## src/hw/rtl/rms_pkg.sv

```systemverilog
package rms_pkg;

    localparam int CAPACITY_DEF   = 64;
    localparam int VALUE_BITS_DEF = 16;
    localparam int FUNC_W         = 2;

    // operation codes of an input beat
    typedef enum logic [FUNC_W-1:0] {
        FUNC_INSERT = 2'd0,
        FUNC_ERASE  = 2'd1,
        FUNC_CLEAR  = 2'd2
    } t_func;

    // datapath operations issued by the controller
    typedef enum logic [3:0] {
        OP_NONE,
        OP_CLEAR,
        OP_INS_READ,
        OP_INS_SHIFT,
        OP_INS_PUT,
        OP_ERS_READ,
        OP_ERS_STEP,
        OP_ERS_END,
        OP_MED_LO,
        OP_MED_HI,
        OP_MED_CAP,
        OP_OUT_LOAD
    } t_dp_op;

    typedef enum logic [3:0] {
        S_IDLE,
        S_DISPATCH,
        S_INS_RD,
        S_INS_CMP,
        S_ERS_RD,
        S_ERS_CMP,
        S_ERS_END,
        S_MED_LO,
        S_MED_HI,
        S_MED_CAP,
        S_DONE
    } t_state;

    typedef struct packed {
        logic   take_in;
        t_dp_op op;
    } t_dp_cmd;

    typedef struct packed {
        logic              in_valid;
        logic [FUNC_W-1:0] func;
        logic              count_full;
        logic              count_zero;
        logic              ptr_zero;
        logic              ptr_end;
        logic              rd_gt;
        logic              out_free;
    } t_dp_stat;

endpackage

```

## src/hw/rtl/rms_in_if.sv

```systemverilog
interface rms_in_if
    import rms_pkg::*;
#(
    parameter int VALUE_BITS = VALUE_BITS_DEF
);
    logic                         valid;
    logic                         ready;
    logic        [FUNC_W-1:0]     func;
    logic signed [VALUE_BITS-1:0] value;

    modport source (output valid, output func, output value, input ready);
    modport sink   (input valid, input func, input value, output ready);
endinterface

```

## src/hw/rtl/rms_out_if.sv

```systemverilog
interface rms_out_if
    import rms_pkg::*;
#(
    parameter int VALUE_BITS = VALUE_BITS_DEF,
    parameter int CNT_W      = $clog2(CAPACITY_DEF + 1)
);
    logic                         valid;
    logic                         ready;
    logic signed [VALUE_BITS-1:0] lower_median;
    logic signed [VALUE_BITS-1:0] upper_median;
    logic signed [VALUE_BITS-1:0] mean_median;
    logic                         median_valid;
    logic        [CNT_W-1:0]      element_count;
    logic                         erase_found;
    logic                         insert_accepted;

    modport source (
        output valid, output lower_median, output upper_median, output mean_median,
        output median_valid, output element_count, output erase_found,
        output insert_accepted, input ready
    );
    modport sink (
        input valid, input lower_median, input upper_median, input mean_median,
        input median_valid, input element_count, input erase_found,
        input insert_accepted, output ready
    );
endinterface

```

## src/hw/rtl/running_median_sorted_store_unit.sv

```systemverilog
// One beat at a time: an insert into a store that is not full moves each larger entry up
// one place, and an erase reads every stored entry and moves those after the match down one;
// then, for every operation, both medians are read unless the store is empty. The next beat
// is taken only after its result is loaded, later while a waiting result holds the output register.
// Synchronous active-low reset empties the store (count 0); contents stay unwritten.
module running_median_sorted_store_unit
    import rms_pkg::*;
#(
    parameter int CAPACITY   = CAPACITY_DEF,
    parameter int VALUE_BITS = VALUE_BITS_DEF
)(
    input  logic      i_clk,
    input  logic      i_rst_n,
    rms_in_if.sink    i_in,
    rms_out_if.source o_out
);

    t_dp_cmd  cmd;
    t_dp_stat stat;

    rms_ctrl u_ctrl (
        .i_clk   (i_clk),
        .i_rst_n (i_rst_n),
        .i_stat  (stat),
        .o_cmd   (cmd)
    );

    rms_datapath #(
        .CAPACITY   (CAPACITY),
        .VALUE_BITS (VALUE_BITS)
    ) u_datapath (
        .i_clk   (i_clk),
        .i_rst_n (i_rst_n),
        .i_cmd   (cmd),
        .o_stat  (stat),
        .i_in    (i_in),
        .o_out   (o_out)
    );

endmodule

```

## src/hw/rtl/rms_ctrl.sv

```systemverilog
module rms_ctrl
    import rms_pkg::*;
(
    input  logic     i_clk,
    input  logic     i_rst_n,
    input  t_dp_stat i_stat,
    output t_dp_cmd  o_cmd
);

    t_state r_state;
    t_state n_state;

    always_ff @(posedge i_clk) begin
        if (!i_rst_n) begin
            r_state <= S_IDLE;
        end else begin
            r_state <= n_state;
        end
    end

    always_comb begin
        n_state       = r_state;
        o_cmd.take_in = 1'b0;
        o_cmd.op      = OP_NONE;
        case (r_state)
            S_IDLE: begin
                o_cmd.take_in = 1'b1;
                if (i_stat.in_valid) begin
                    n_state = S_DISPATCH;
                end
            end
            S_DISPATCH: begin
                case (i_stat.func)
                    FUNC_INSERT: begin
                        n_state = i_stat.count_full ? S_MED_LO : S_INS_RD;
                    end
                    FUNC_ERASE: begin
                        n_state = S_ERS_RD;
                    end
                    FUNC_CLEAR: begin
                        o_cmd.op = OP_CLEAR;
                        n_state  = S_MED_LO;
                    end
                    default: begin
                        n_state = S_MED_LO;
                    end
                endcase
            end
            S_INS_RD: begin
                // bottom of the store reached: the value goes at index 0
                if (i_stat.ptr_zero) begin
                    o_cmd.op = OP_INS_PUT;
                    n_state  = S_MED_LO;
                end else begin
                    o_cmd.op = OP_INS_READ;
                    n_state  = S_INS_CMP;
                end
            end
            S_INS_CMP: begin
                if (i_stat.rd_gt) begin
                    o_cmd.op = OP_INS_SHIFT;
                    n_state  = S_INS_RD;
                end else begin
                    o_cmd.op = OP_INS_PUT;
                    n_state  = S_MED_LO;
                end
            end
            S_ERS_RD: begin
                if (i_stat.ptr_end) begin
                    n_state = S_ERS_END;
                end else begin
                    o_cmd.op = OP_ERS_READ;
                    n_state  = S_ERS_CMP;
                end
            end
            S_ERS_CMP: begin
                o_cmd.op = OP_ERS_STEP;
                n_state  = S_ERS_RD;
            end
            S_ERS_END: begin
                o_cmd.op = OP_ERS_END;
                n_state  = S_MED_LO;
            end
            S_MED_LO: begin
                if (i_stat.count_zero) begin
                    n_state = S_DONE;
                end else begin
                    o_cmd.op = OP_MED_LO;
                    n_state  = S_MED_HI;
                end
            end
            S_MED_HI: begin
                o_cmd.op = OP_MED_HI;
                n_state  = S_MED_CAP;
            end
            S_MED_CAP: begin
                o_cmd.op = OP_MED_CAP;
                n_state  = S_DONE;
            end
            S_DONE: begin
                if (i_stat.out_free) begin
                    o_cmd.op = OP_OUT_LOAD;
                    n_state  = S_IDLE;
                end
            end
            default: begin
                n_state = S_IDLE;
            end
        endcase
    end

endmodule

```

## src/hw/rtl/rms_datapath.sv

```systemverilog
module rms_datapath
    import rms_pkg::*;
#(
    parameter int CAPACITY   = CAPACITY_DEF,
    parameter int VALUE_BITS = VALUE_BITS_DEF
)(
    input  logic     i_clk,
    input  logic     i_rst_n,
    input  t_dp_cmd  i_cmd,
    output t_dp_stat o_stat,
    rms_in_if.sink   i_in,
    rms_out_if.source o_out
);

    localparam int CNT_W = $clog2(CAPACITY + 1);
    localparam int IDX_W = $clog2(CAPACITY);

    logic signed [VALUE_BITS-1:0] r_mem [CAPACITY];
    logic signed [VALUE_BITS-1:0] r_rd_data;

    logic        [CNT_W-1:0]      r_count;
    logic        [CNT_W-1:0]      n_count;
    logic        [CNT_W-1:0]      r_ptr;
    logic        [CNT_W-1:0]      n_ptr;
    logic                         r_found;
    logic                         n_found;
    logic                         r_accepted;
    logic                         n_accepted;
    logic        [FUNC_W-1:0]     r_func;
    logic signed [VALUE_BITS-1:0] r_value;
    logic signed [VALUE_BITS-1:0] r_lo;
    logic signed [VALUE_BITS-1:0] r_hi;

    logic                         r_out_valid;
    logic signed [VALUE_BITS-1:0] r_out_lo;
    logic signed [VALUE_BITS-1:0] r_out_hi;
    logic signed [VALUE_BITS-1:0] r_out_mean;
    logic                         r_out_mvalid;
    logic        [CNT_W-1:0]      r_out_count;
    logic                         r_out_found;
    logic                         r_out_accepted;

    logic                         in_take;
    logic        [CNT_W-1:0]      ptr_m1;
    logic        [CNT_W-1:0]      cnt_m1;
    logic        [CNT_W-1:0]      lo_pos;
    logic        [CNT_W-1:0]      hi_pos;
    logic                         mem_we;
    logic        [IDX_W-1:0]      mem_waddr;
    logic signed [VALUE_BITS-1:0] mem_wdata;
    logic        [IDX_W-1:0]      mem_raddr;
    logic signed [VALUE_BITS:0]   med_sum;
    logic signed [VALUE_BITS:0]   med_sum_adj;
    logic signed [VALUE_BITS:0]   med_half;
    logic                         count_zero;

    assign in_take    = i_cmd.take_in && i_in.valid;
    assign i_in.ready = i_cmd.take_in;

    assign ptr_m1     = r_ptr - 1'b1;
    assign cnt_m1     = r_count - 1'b1;
    assign lo_pos     = cnt_m1 >> 1;
    assign hi_pos     = r_count >> 1;
    assign count_zero = (r_count == '0);

    // mean from a sum one bit wider, rounded toward zero
    assign med_sum     = {r_lo[VALUE_BITS-1], r_lo} + {r_hi[VALUE_BITS-1], r_hi};
    assign med_sum_adj = med_sum + {{VALUE_BITS{1'b0}}, med_sum[VALUE_BITS]};
    assign med_half    = med_sum_adj >>> 1;

    assign o_stat.in_valid   = i_in.valid;
    assign o_stat.func       = r_func;
    assign o_stat.count_full = (r_count == CNT_W'(CAPACITY));
    assign o_stat.count_zero = count_zero;
    assign o_stat.ptr_zero   = (r_ptr == '0);
    assign o_stat.ptr_end    = (r_ptr == r_count);
    assign o_stat.rd_gt      = (r_rd_data > r_value);
    assign o_stat.out_free   = !r_out_valid || o_out.ready;

    // memory port control
    always_comb begin
        mem_we    = 1'b0;
        mem_waddr = r_ptr[IDX_W-1:0];
        mem_wdata = r_rd_data;
        mem_raddr = r_ptr[IDX_W-1:0];
        case (i_cmd.op)
            OP_INS_READ: begin
                mem_raddr = ptr_m1[IDX_W-1:0];
            end
            OP_INS_SHIFT: begin
                mem_we = 1'b1;
            end
            OP_INS_PUT: begin
                mem_we    = 1'b1;
                mem_wdata = r_value;
            end
            OP_ERS_STEP: begin
                // once the match is gone, every later entry moves down one
                mem_we    = r_found;
                mem_waddr = ptr_m1[IDX_W-1:0];
            end
            OP_MED_LO: begin
                mem_raddr = lo_pos[IDX_W-1:0];
            end
            OP_MED_HI: begin
                mem_raddr = hi_pos[IDX_W-1:0];
            end
            default: begin
            end
        endcase
    end

    always_ff @(posedge i_clk) begin
        if (mem_we) begin
            r_mem[mem_waddr] <= mem_wdata;
        end
        r_rd_data <= r_mem[mem_raddr];
    end

    always_comb begin
        n_count    = r_count;
        n_ptr      = r_ptr;
        n_found    = r_found;
        n_accepted = r_accepted;
        if (in_take) begin
            n_found    = 1'b0;
            n_accepted = 1'b0;
            n_ptr      = (i_in.func == FUNC_INSERT) ? r_count : '0;
        end
        case (i_cmd.op)
            OP_CLEAR: begin
                n_count = '0;
            end
            OP_INS_SHIFT: begin
                n_ptr = ptr_m1;
            end
            OP_INS_PUT: begin
                n_count    = r_count + 1'b1;
                n_accepted = 1'b1;
            end
            OP_ERS_STEP: begin
                n_ptr = r_ptr + 1'b1;
                if (!r_found && (r_rd_data == r_value)) begin
                    n_found = 1'b1;
                end
            end
            OP_ERS_END: begin
                if (r_found) begin
                    n_count = cnt_m1;
                end
            end
            default: begin
            end
        endcase
    end

    always_ff @(posedge i_clk) begin
        if (!i_rst_n) begin
            r_count     <= '0;
            r_out_valid <= 1'b0;
        end else begin
            r_count <= n_count;
            if (i_cmd.op == OP_OUT_LOAD) begin
                r_out_valid <= 1'b1;
            end else if (o_out.ready) begin
                r_out_valid <= 1'b0;
            end
        end
    end

    always_ff @(posedge i_clk) begin
        r_ptr      <= n_ptr;
        r_found    <= n_found;
        r_accepted <= n_accepted;
        if (in_take) begin
            r_func  <= i_in.func;
            r_value <= i_in.value;
        end
        if (i_cmd.op == OP_MED_HI) begin
            r_lo <= r_rd_data;
        end
        if (i_cmd.op == OP_MED_CAP) begin
            r_hi <= r_rd_data;
        end
        if (i_cmd.op == OP_OUT_LOAD) begin
            r_out_lo       <= count_zero ? '0 : r_lo;
            r_out_hi       <= count_zero ? '0 : r_hi;
            r_out_mean     <= count_zero ? '0 : med_half[VALUE_BITS-1:0];
            r_out_mvalid   <= !count_zero;
            r_out_count    <= r_count;
            r_out_found    <= r_found;
            r_out_accepted <= r_accepted;
        end
    end

    assign o_out.valid           = r_out_valid;
    assign o_out.lower_median    = r_out_lo;
    assign o_out.upper_median    = r_out_hi;
    assign o_out.mean_median     = r_out_mean;
    assign o_out.median_valid    = r_out_mvalid;
    assign o_out.element_count   = r_out_count;
    assign o_out.erase_found     = r_out_found;
    assign o_out.insert_accepted = r_out_accepted;

endmodule

```

## src/flat_wrapper.sv

```systemverilog
// flat-port wrapper written by rule: the top's interface ports become plain ports
module running_median_sorted_store_unit_flat import rms_pkg::*;
#(
    parameter int CAPACITY   = CAPACITY_DEF,
    parameter int VALUE_BITS = VALUE_BITS_DEF
)
  (i_clk, i_rst_n, i_in_valid, i_in_func, i_in_value, i_in_ready, o_out_valid, o_out_lower_median, o_out_upper_median, o_out_mean_median, o_out_median_valid, o_out_element_count, o_out_erase_found, o_out_insert_accepted, o_out_ready);
  rms_in_if #(.VALUE_BITS(VALUE_BITS)) i_in_i ();
  rms_out_if #(.VALUE_BITS(VALUE_BITS)) o_out_i ();
  input  logic i_clk;
  input  logic i_rst_n;
  input wire logic [$bits(i_in_i.valid)-1:0] i_in_valid;
  input wire logic [$bits(i_in_i.func)-1:0] i_in_func;
  input wire logic [$bits(i_in_i.value)-1:0] i_in_value;
  output wire logic [$bits(i_in_i.ready)-1:0] i_in_ready;
  output wire logic [$bits(o_out_i.valid)-1:0] o_out_valid;
  output wire logic [$bits(o_out_i.lower_median)-1:0] o_out_lower_median;
  output wire logic [$bits(o_out_i.upper_median)-1:0] o_out_upper_median;
  output wire logic [$bits(o_out_i.mean_median)-1:0] o_out_mean_median;
  output wire logic [$bits(o_out_i.median_valid)-1:0] o_out_median_valid;
  output wire logic [$bits(o_out_i.element_count)-1:0] o_out_element_count;
  output wire logic [$bits(o_out_i.erase_found)-1:0] o_out_erase_found;
  output wire logic [$bits(o_out_i.insert_accepted)-1:0] o_out_insert_accepted;
  input wire logic [$bits(o_out_i.ready)-1:0] o_out_ready;
  assign i_in_i.valid = i_in_valid;
  assign i_in_i.func = i_in_func;
  assign i_in_i.value = i_in_value;
  assign i_in_ready = i_in_i.ready;
  assign o_out_valid = o_out_i.valid;
  assign o_out_lower_median = o_out_i.lower_median;
  assign o_out_upper_median = o_out_i.upper_median;
  assign o_out_mean_median = o_out_i.mean_median;
  assign o_out_median_valid = o_out_i.median_valid;
  assign o_out_element_count = o_out_i.element_count;
  assign o_out_erase_found = o_out_i.erase_found;
  assign o_out_insert_accepted = o_out_i.insert_accepted;
  assign o_out_i.ready = o_out_ready;
  running_median_sorted_store_unit #(.CAPACITY(CAPACITY), .VALUE_BITS(VALUE_BITS)) u_core (.i_clk(i_clk), .i_rst_n(i_rst_n), .i_in(i_in_i), .o_out(o_out_i));
endmodule
```

## config.mk

```make
export PLATFORM = sky130hd
export DESIGN_NAME = running_median_sorted_store_unit_flat
export DESIGN_NICKNAME = d
export VERILOG_FILES = /design/src/hw/rtl/rms_pkg.sv /design/src/hw/rtl/rms_in_if.sv /design/src/hw/rtl/rms_out_if.sv /design/src/hw/rtl/running_median_sorted_store_unit.sv /design/src/hw/rtl/rms_ctrl.sv /design/src/hw/rtl/rms_datapath.sv /design/src/flat_wrapper.sv
export SDC_FILE = /design/constraint.sdc
export NUM_CORES = 2
export LEC_CHECK = 0
export BUFFER_PORTS_ARGS = -buffer_cell sky130_fd_sc_hd__buf_2
export CORE_MARGIN = 1.5
export CORE_UTILIZATION = 25
export CTS_BUF_LIST = sky130_fd_sc_hd__clkbuf_4
export CTS_CLUSTER_DIAMETER = 50
export DETAILED_ROUTE_END_ITERATION = 16
export PLACE_DENSITY_LB_ADDON = 0.25
export SYNTH_ARGS = -nofsm -noshare
export SYNTH_HDL_FRONTEND = slang
export SYNTH_HIERARCHICAL = 1
export SYNTH_SLANG_ARGS = --single-unit
```

## constraint.sdc

```tcl
create_clock -name i_clk -period 8.15 [get_ports i_clk]
set_clock_uncertainty 0.05 [all_clocks]
set_input_delay 1.63 -clock i_clk [delete_from_list [all_inputs] [get_ports i_clk]]
set_output_delay 1.63 -clock i_clk [all_outputs]
set_load 0.005 [all_outputs]
```

# After elaboration in Yosys (flattened, before gate mapping)
# Memory sizes are Yosys's and may differ from the RTL's. A register that Yosys moved wholly into a read port is not among the register bits.
# Index checks and enable logic that the tools add are counted.
# totals
register_bits,129
latch_bits,0
ramBits,1024
rom_bits,0
in_bits,22
out_inout_bits,60
wordCells,103
memories,1
# mem_list
memory,words,word_bits,rd,rd_clocked_by_memory_dff,write_ports,line_no,rtl
u_core.u_datapath.r_mem,64,16,1,1,1,rms_datapath.sv:18,logic signed [VALUE_BITS-1:0] r_mem [CAPACITY];
# classes
addsub,6
mul,0
div_mod_pow,0
order_cmp,1
n_eq_ne,28
n_shift,0
muxes,33
bitwise,0
n_reduce_logical,17
# ops
op,n
4-bit one-hot mux with 11 select lines,1
4-bit one-hot mux with 10 select lines,1
4-bit by 3-bit equality test with 1-bit output (second input constant),7
4-bit equality test (second input constant),7
7-bit two-way mux,3
7-bit one-hot mux with 3 select lines,1
3-bit two-way mux,6
6-bit one-hot mux with 3 select lines,1
16-bit by 16-bit adder with 17-bit output,1
17-bit by 1-bit adder with 17-bit output,1
16-bit equality test,1
4-bit by 2-bit equality test with 1-bit output (second input constant),4
16-bit > comparator,1
16-bit two-way mux,1
4-bit two-way mux,4
7-bit by 1-bit adder with 7-bit output (second input constant),2
7-bit zero test,2
7-bit one-hot mux with 2 select lines,1
7-bit by 1-bit subtractor with 7-bit output (second input constant),2
1-bit two-way mux,9
4-bit by 1-bit equality test with 1-bit output (second input constant),2
7-bit equality test,1
7-bit equality test (second input constant),1
6-bit two-way mux,1
16 further kinds,24

# Longest topological paths before layout
# depth
depth_word,9
ltp_mapped,29
depth_no_buf,24

# Hierarchy
# Netlist, hierarchy kept.
# by_module_without_submodules
mod,instances,cells_per_inst,area_each_um2,seq_area_each_um2
rms_datapath,1,3497,47936.0,34723.3
rms_ctrl,1,75,576.8,80.1

# Worst setup path after synthesis
# Ideal clock, no wire load.
# synth_path
kind,input to register
startpoint,in o_out_ready
endpoint,mem u_core/u_datapath/r_mem[0][0] (netlist bit) (data pin)
setup_time_ns,0.702
arrival_ns,5.658
required_ns,7.398
slack_ns,1.740
stages,9
path_buffers,2
path_cell_list,nand2b_1 > nor2b_1 > nand2_1 > o21ai_1 > a311o_1 > clkbuf_1 > nor3_1 > clkbuf_1 > o21ai_0
# synth_rtl
item,line_no,rtl
"start, declared",flat_wrapper.sv:24,input wire logic [$bits(o_out_i.ready)-1:0] o_out_ready;
"end, declared",rms_datapath.sv:18,

==> impl_metrics.toml <==
[outcome]
status = "finished with violations"
violations = "antenna rules, capacitance limit, slew limit"

[synth]
syn_nets = 3633
yosysWarningCount = 6
ys.flop_type = "edfxtp_1"
ys_seq_area_frac = 0.7174
synthTopCellsByCount = "1139 x edfxtp_1, 769 x nand2_1, 135 x and2_1"
synth_cells = 3572
synth_edf_count = 1139
post-synth-top-count-cell = "edfxtp_1"
syn_area_sq_um = 48510
yosys.area.top_type = "edfxtp_1"
yosys.area.top_type_share = 0.7050
synthArstFlopShare = 0
synth-seq-cells = 1169
ys_types = 82
avgSynthCellArea_sq_um = 13.58
ys_top_cells_by_area = "edfxtp_1 71%, nand2_1 6.0%, a211oi_1 2.1%, mux2i_1 1.9%, and2_1 1.7%"

[die]
core_area_sq_um = 192600
die_h_um = 443.5
fp-row-count = 161
start_util = 0.2519
die_width_um = 443.5
io_pins = 82
fp.dieArea_sq_um = 196700

[cells_and_area]
drive_gt1_frac = 0.1991
utilization = 0.2935
final-instance-count-excl-fill = 6674
fillers = 19640
finalNetCount = 3986
area_delta_synth_final_pct = 16.50

[routing]
vias = 31290
wl_per_cell_um = 22.10
drt_iter0_drc = 2583
routed_wirelength_um = 147500
drcViolationCount = 0
ant_nets = 1
dr.pass1.iters = 6
vias_per_cell = 4.688

[critical_path]
slowest_stage = "nor3_1"
crit_type = "reg -> reg"
critical_path_arrival_ns = 8.53
end_kind = "flip-flop"
cp-start-kind = "flip-flop"
cp.required_ns = 9.23
crit_family = "simple AND/OR/NAND/NOR gates"
crit_top_cell = "o21a_1"
slowest_delay_ns = 1.28
path_max_fanout = 16
path_buf_inv = 0
cp_cell_sequence = "ha_1 -> nor2b_1 -> o21a_1 -> o21a_1 -> o21a_1 -> o21bai_1 -> a21oi_1 -> o31ai_1 -> and3_1 -> nor3_1 -> nand3b_1 -> o21ai_0 -> a221oi_1 -> nor2_1 -> nor4b_2 -> nor2_2 -> a21o_1 -> a221o_1 -> nor2_2 -> o41ai_1 -> nor3_1 -> or4_1"

[clock_network]
cts_resized = 0
cts_buffers = 332
clock-root-buffer = "clkbuf_4"
clock_latency_ns = 1.25
cts.clk_slew.worst_paths_ns = 0.06
htreeDepth = 5
cts_buffer_depth = 4
cts_sinks = 1169
cts_tree = "done"
ctsHoldBuffers = 0
post_cts_buffers = 0

[sta]
drv_slew = 2
setup_violations = 0
fin_hold_ws_ns = 0.3719
worst_slew_pin_slew_ns = 1.554
fin_crit_ns = 7.451
finalCritPeriodShare = 0.9142
finalHoldViolCount = 0
fin_tns_setup_ns = 0
slew_headroom = -0.04412
fmax_mhz = 134.2
rsz0062_at_grt = "false"

[grt]
grt_pass1_vias = 30720
grt.total_usage = 0.1464
grt_overflow_total = 0
grt_max_degree = 104
grt_pass1_wl_um = 212000
antenna_found_initial = 7

[pwr]
leakagePower_nw = 19.43
power_per_cell_area_nw_per_um2 = 437.5
ir_drop_v = 0.0002093

[flow_run]
maxCapViolCount = 1

[place]
post-dp-hpwl_um = 89340
gp_congestion = 0.7809
io_buffers = 81
post-place-cells = 6116

[min_path]
worst_hold_path_type = "reg -> reg"
-- worst paths after layout --
kind | from | endpoint | slack, ns | cells after the start
hold reg to reg | u_core/u_datapath/r_accepted | u_core/u_datapath/o_out.insert_accepted | 0.37 | 0
hold / removal | u_core/u_datapath/r_accepted | u_core/u_datapath/o_out.insert_accepted | 0.37 | 0
setup / recovery | u_core/u_datapath/r_rd_data[1] | u_core/u_datapath/r_rd_data[14] | 0.70 | 22
setup reg to reg | u_core/u_datapath/r_rd_data[1] | u_core/u_datapath/r_rd_data[14] | 0.70 | 22
-- logic make-up after synthesis --
| family | count (synthesis) | share of synthesized area |
|---|---|---|
| flip-flops | 1169 | 0.7174 |
| multiplexers | 109 | 0.02290 |
| adder cells (fa/ha/maj) | 39 | 0.01021 |
| AO/OA/AOI/OAI | 641 | 0.09514 |
| buffers and inverters | 275 | 0.02592 |
| AND/OR/NAND/NOR | 1295 | 0.1205 |
| XOR/XNOR | 44 | 0.007944 |
-- final cells by class --
cell class,count,area (sq um),share of cell area
clock buffers,489,3671,0.06495
clock inverters,54,246.5,0.004361
repair buffers,250,1874,0.03316
well taps,2526,3161,0.05592
inverters,44,165.2,0.002922
diodes,14,35.03,0.0006199
multi-input cells,2128,12560,0.2223
flip-flops and latches,1169,34800,0.6158
-- stage by stage --
step | power, mW | area, sq um | setup WS, ns
floorplan | 14.71 | 48510 | 1.740
global route | 26.02 | 56500 | 0.3464
detailed placement | 19.68 | 52560 | 0.7692
finish | 24.72 | 56520 | 0.6991
CTS | 24.92 | 56480 | 0.7549
global placement | 19.65 | 52550 | 0.7299
-- flip-flops by register name, summed over array words and instances, names as in the netlist, 2 cells and up --
signal                                 cells
u_core/u_datapath/o_out.lower_median      16
u_core/u_datapath/r_hi                    16
u_core/u_datapath/r_rd_data               16
u_core/u_datapath/o_out.upper_median      16
u_core/u_datapath/r_count                  7
u_core/u_ctrl/r_state                      4
u_core/u_datapath/r_lo                    16
u_core/u_datapath/o_out.element_count      7
u_core/u_datapath/r_func                   2
u_core/u_datapath/r_ptr                    7
u_core/u_datapath/r_mem                 1024
u_core/u_datapath/r_value                 16
u_core/u_datapath/o_out.mean_median       16
-- where the power goes --
group | total, mW | switching, mW | internal [mW]
combinational | 11.5 | 8.17 | 3.32
clock | 5.16 | 2.41 | 2.75
sequential | 8.07 | 0.258 | 7.81
total | 24.7 | 10.8 | 13.9
-- placed cells by master, fill, tap and decap left out, types with 35 or more instances in the layout --
master,netlist,routed
inv_1,43,43
buf_2,78,81
a211oi_1,134,134
clkbuf_4,0,489
ha_1,38,38
a221oi_1,35,35
nand3_1,109,109
nor2_1,121,103
and2_1,135,135
o221ai_1,48,48
o21ai_0,76,75
edfxtp_1,1139,1139
buf_4,14,153
mux2i_1,93,93
a21oi_1,44,43
nand2_1,769,769
clkinv_1,1,39
a31oi_1,128,128
-- per-layer routing --
layer	track usage	wire length [um]	up-vias
li1	-	-	14320
met1	0.1975	66520	15680
met2	0.2298	67790	1046
met3	0.03648	9945	240
met4	0.04658	3221	0
met5	0	0	-
Note: power is estimated with default switching activity, not from simulation.
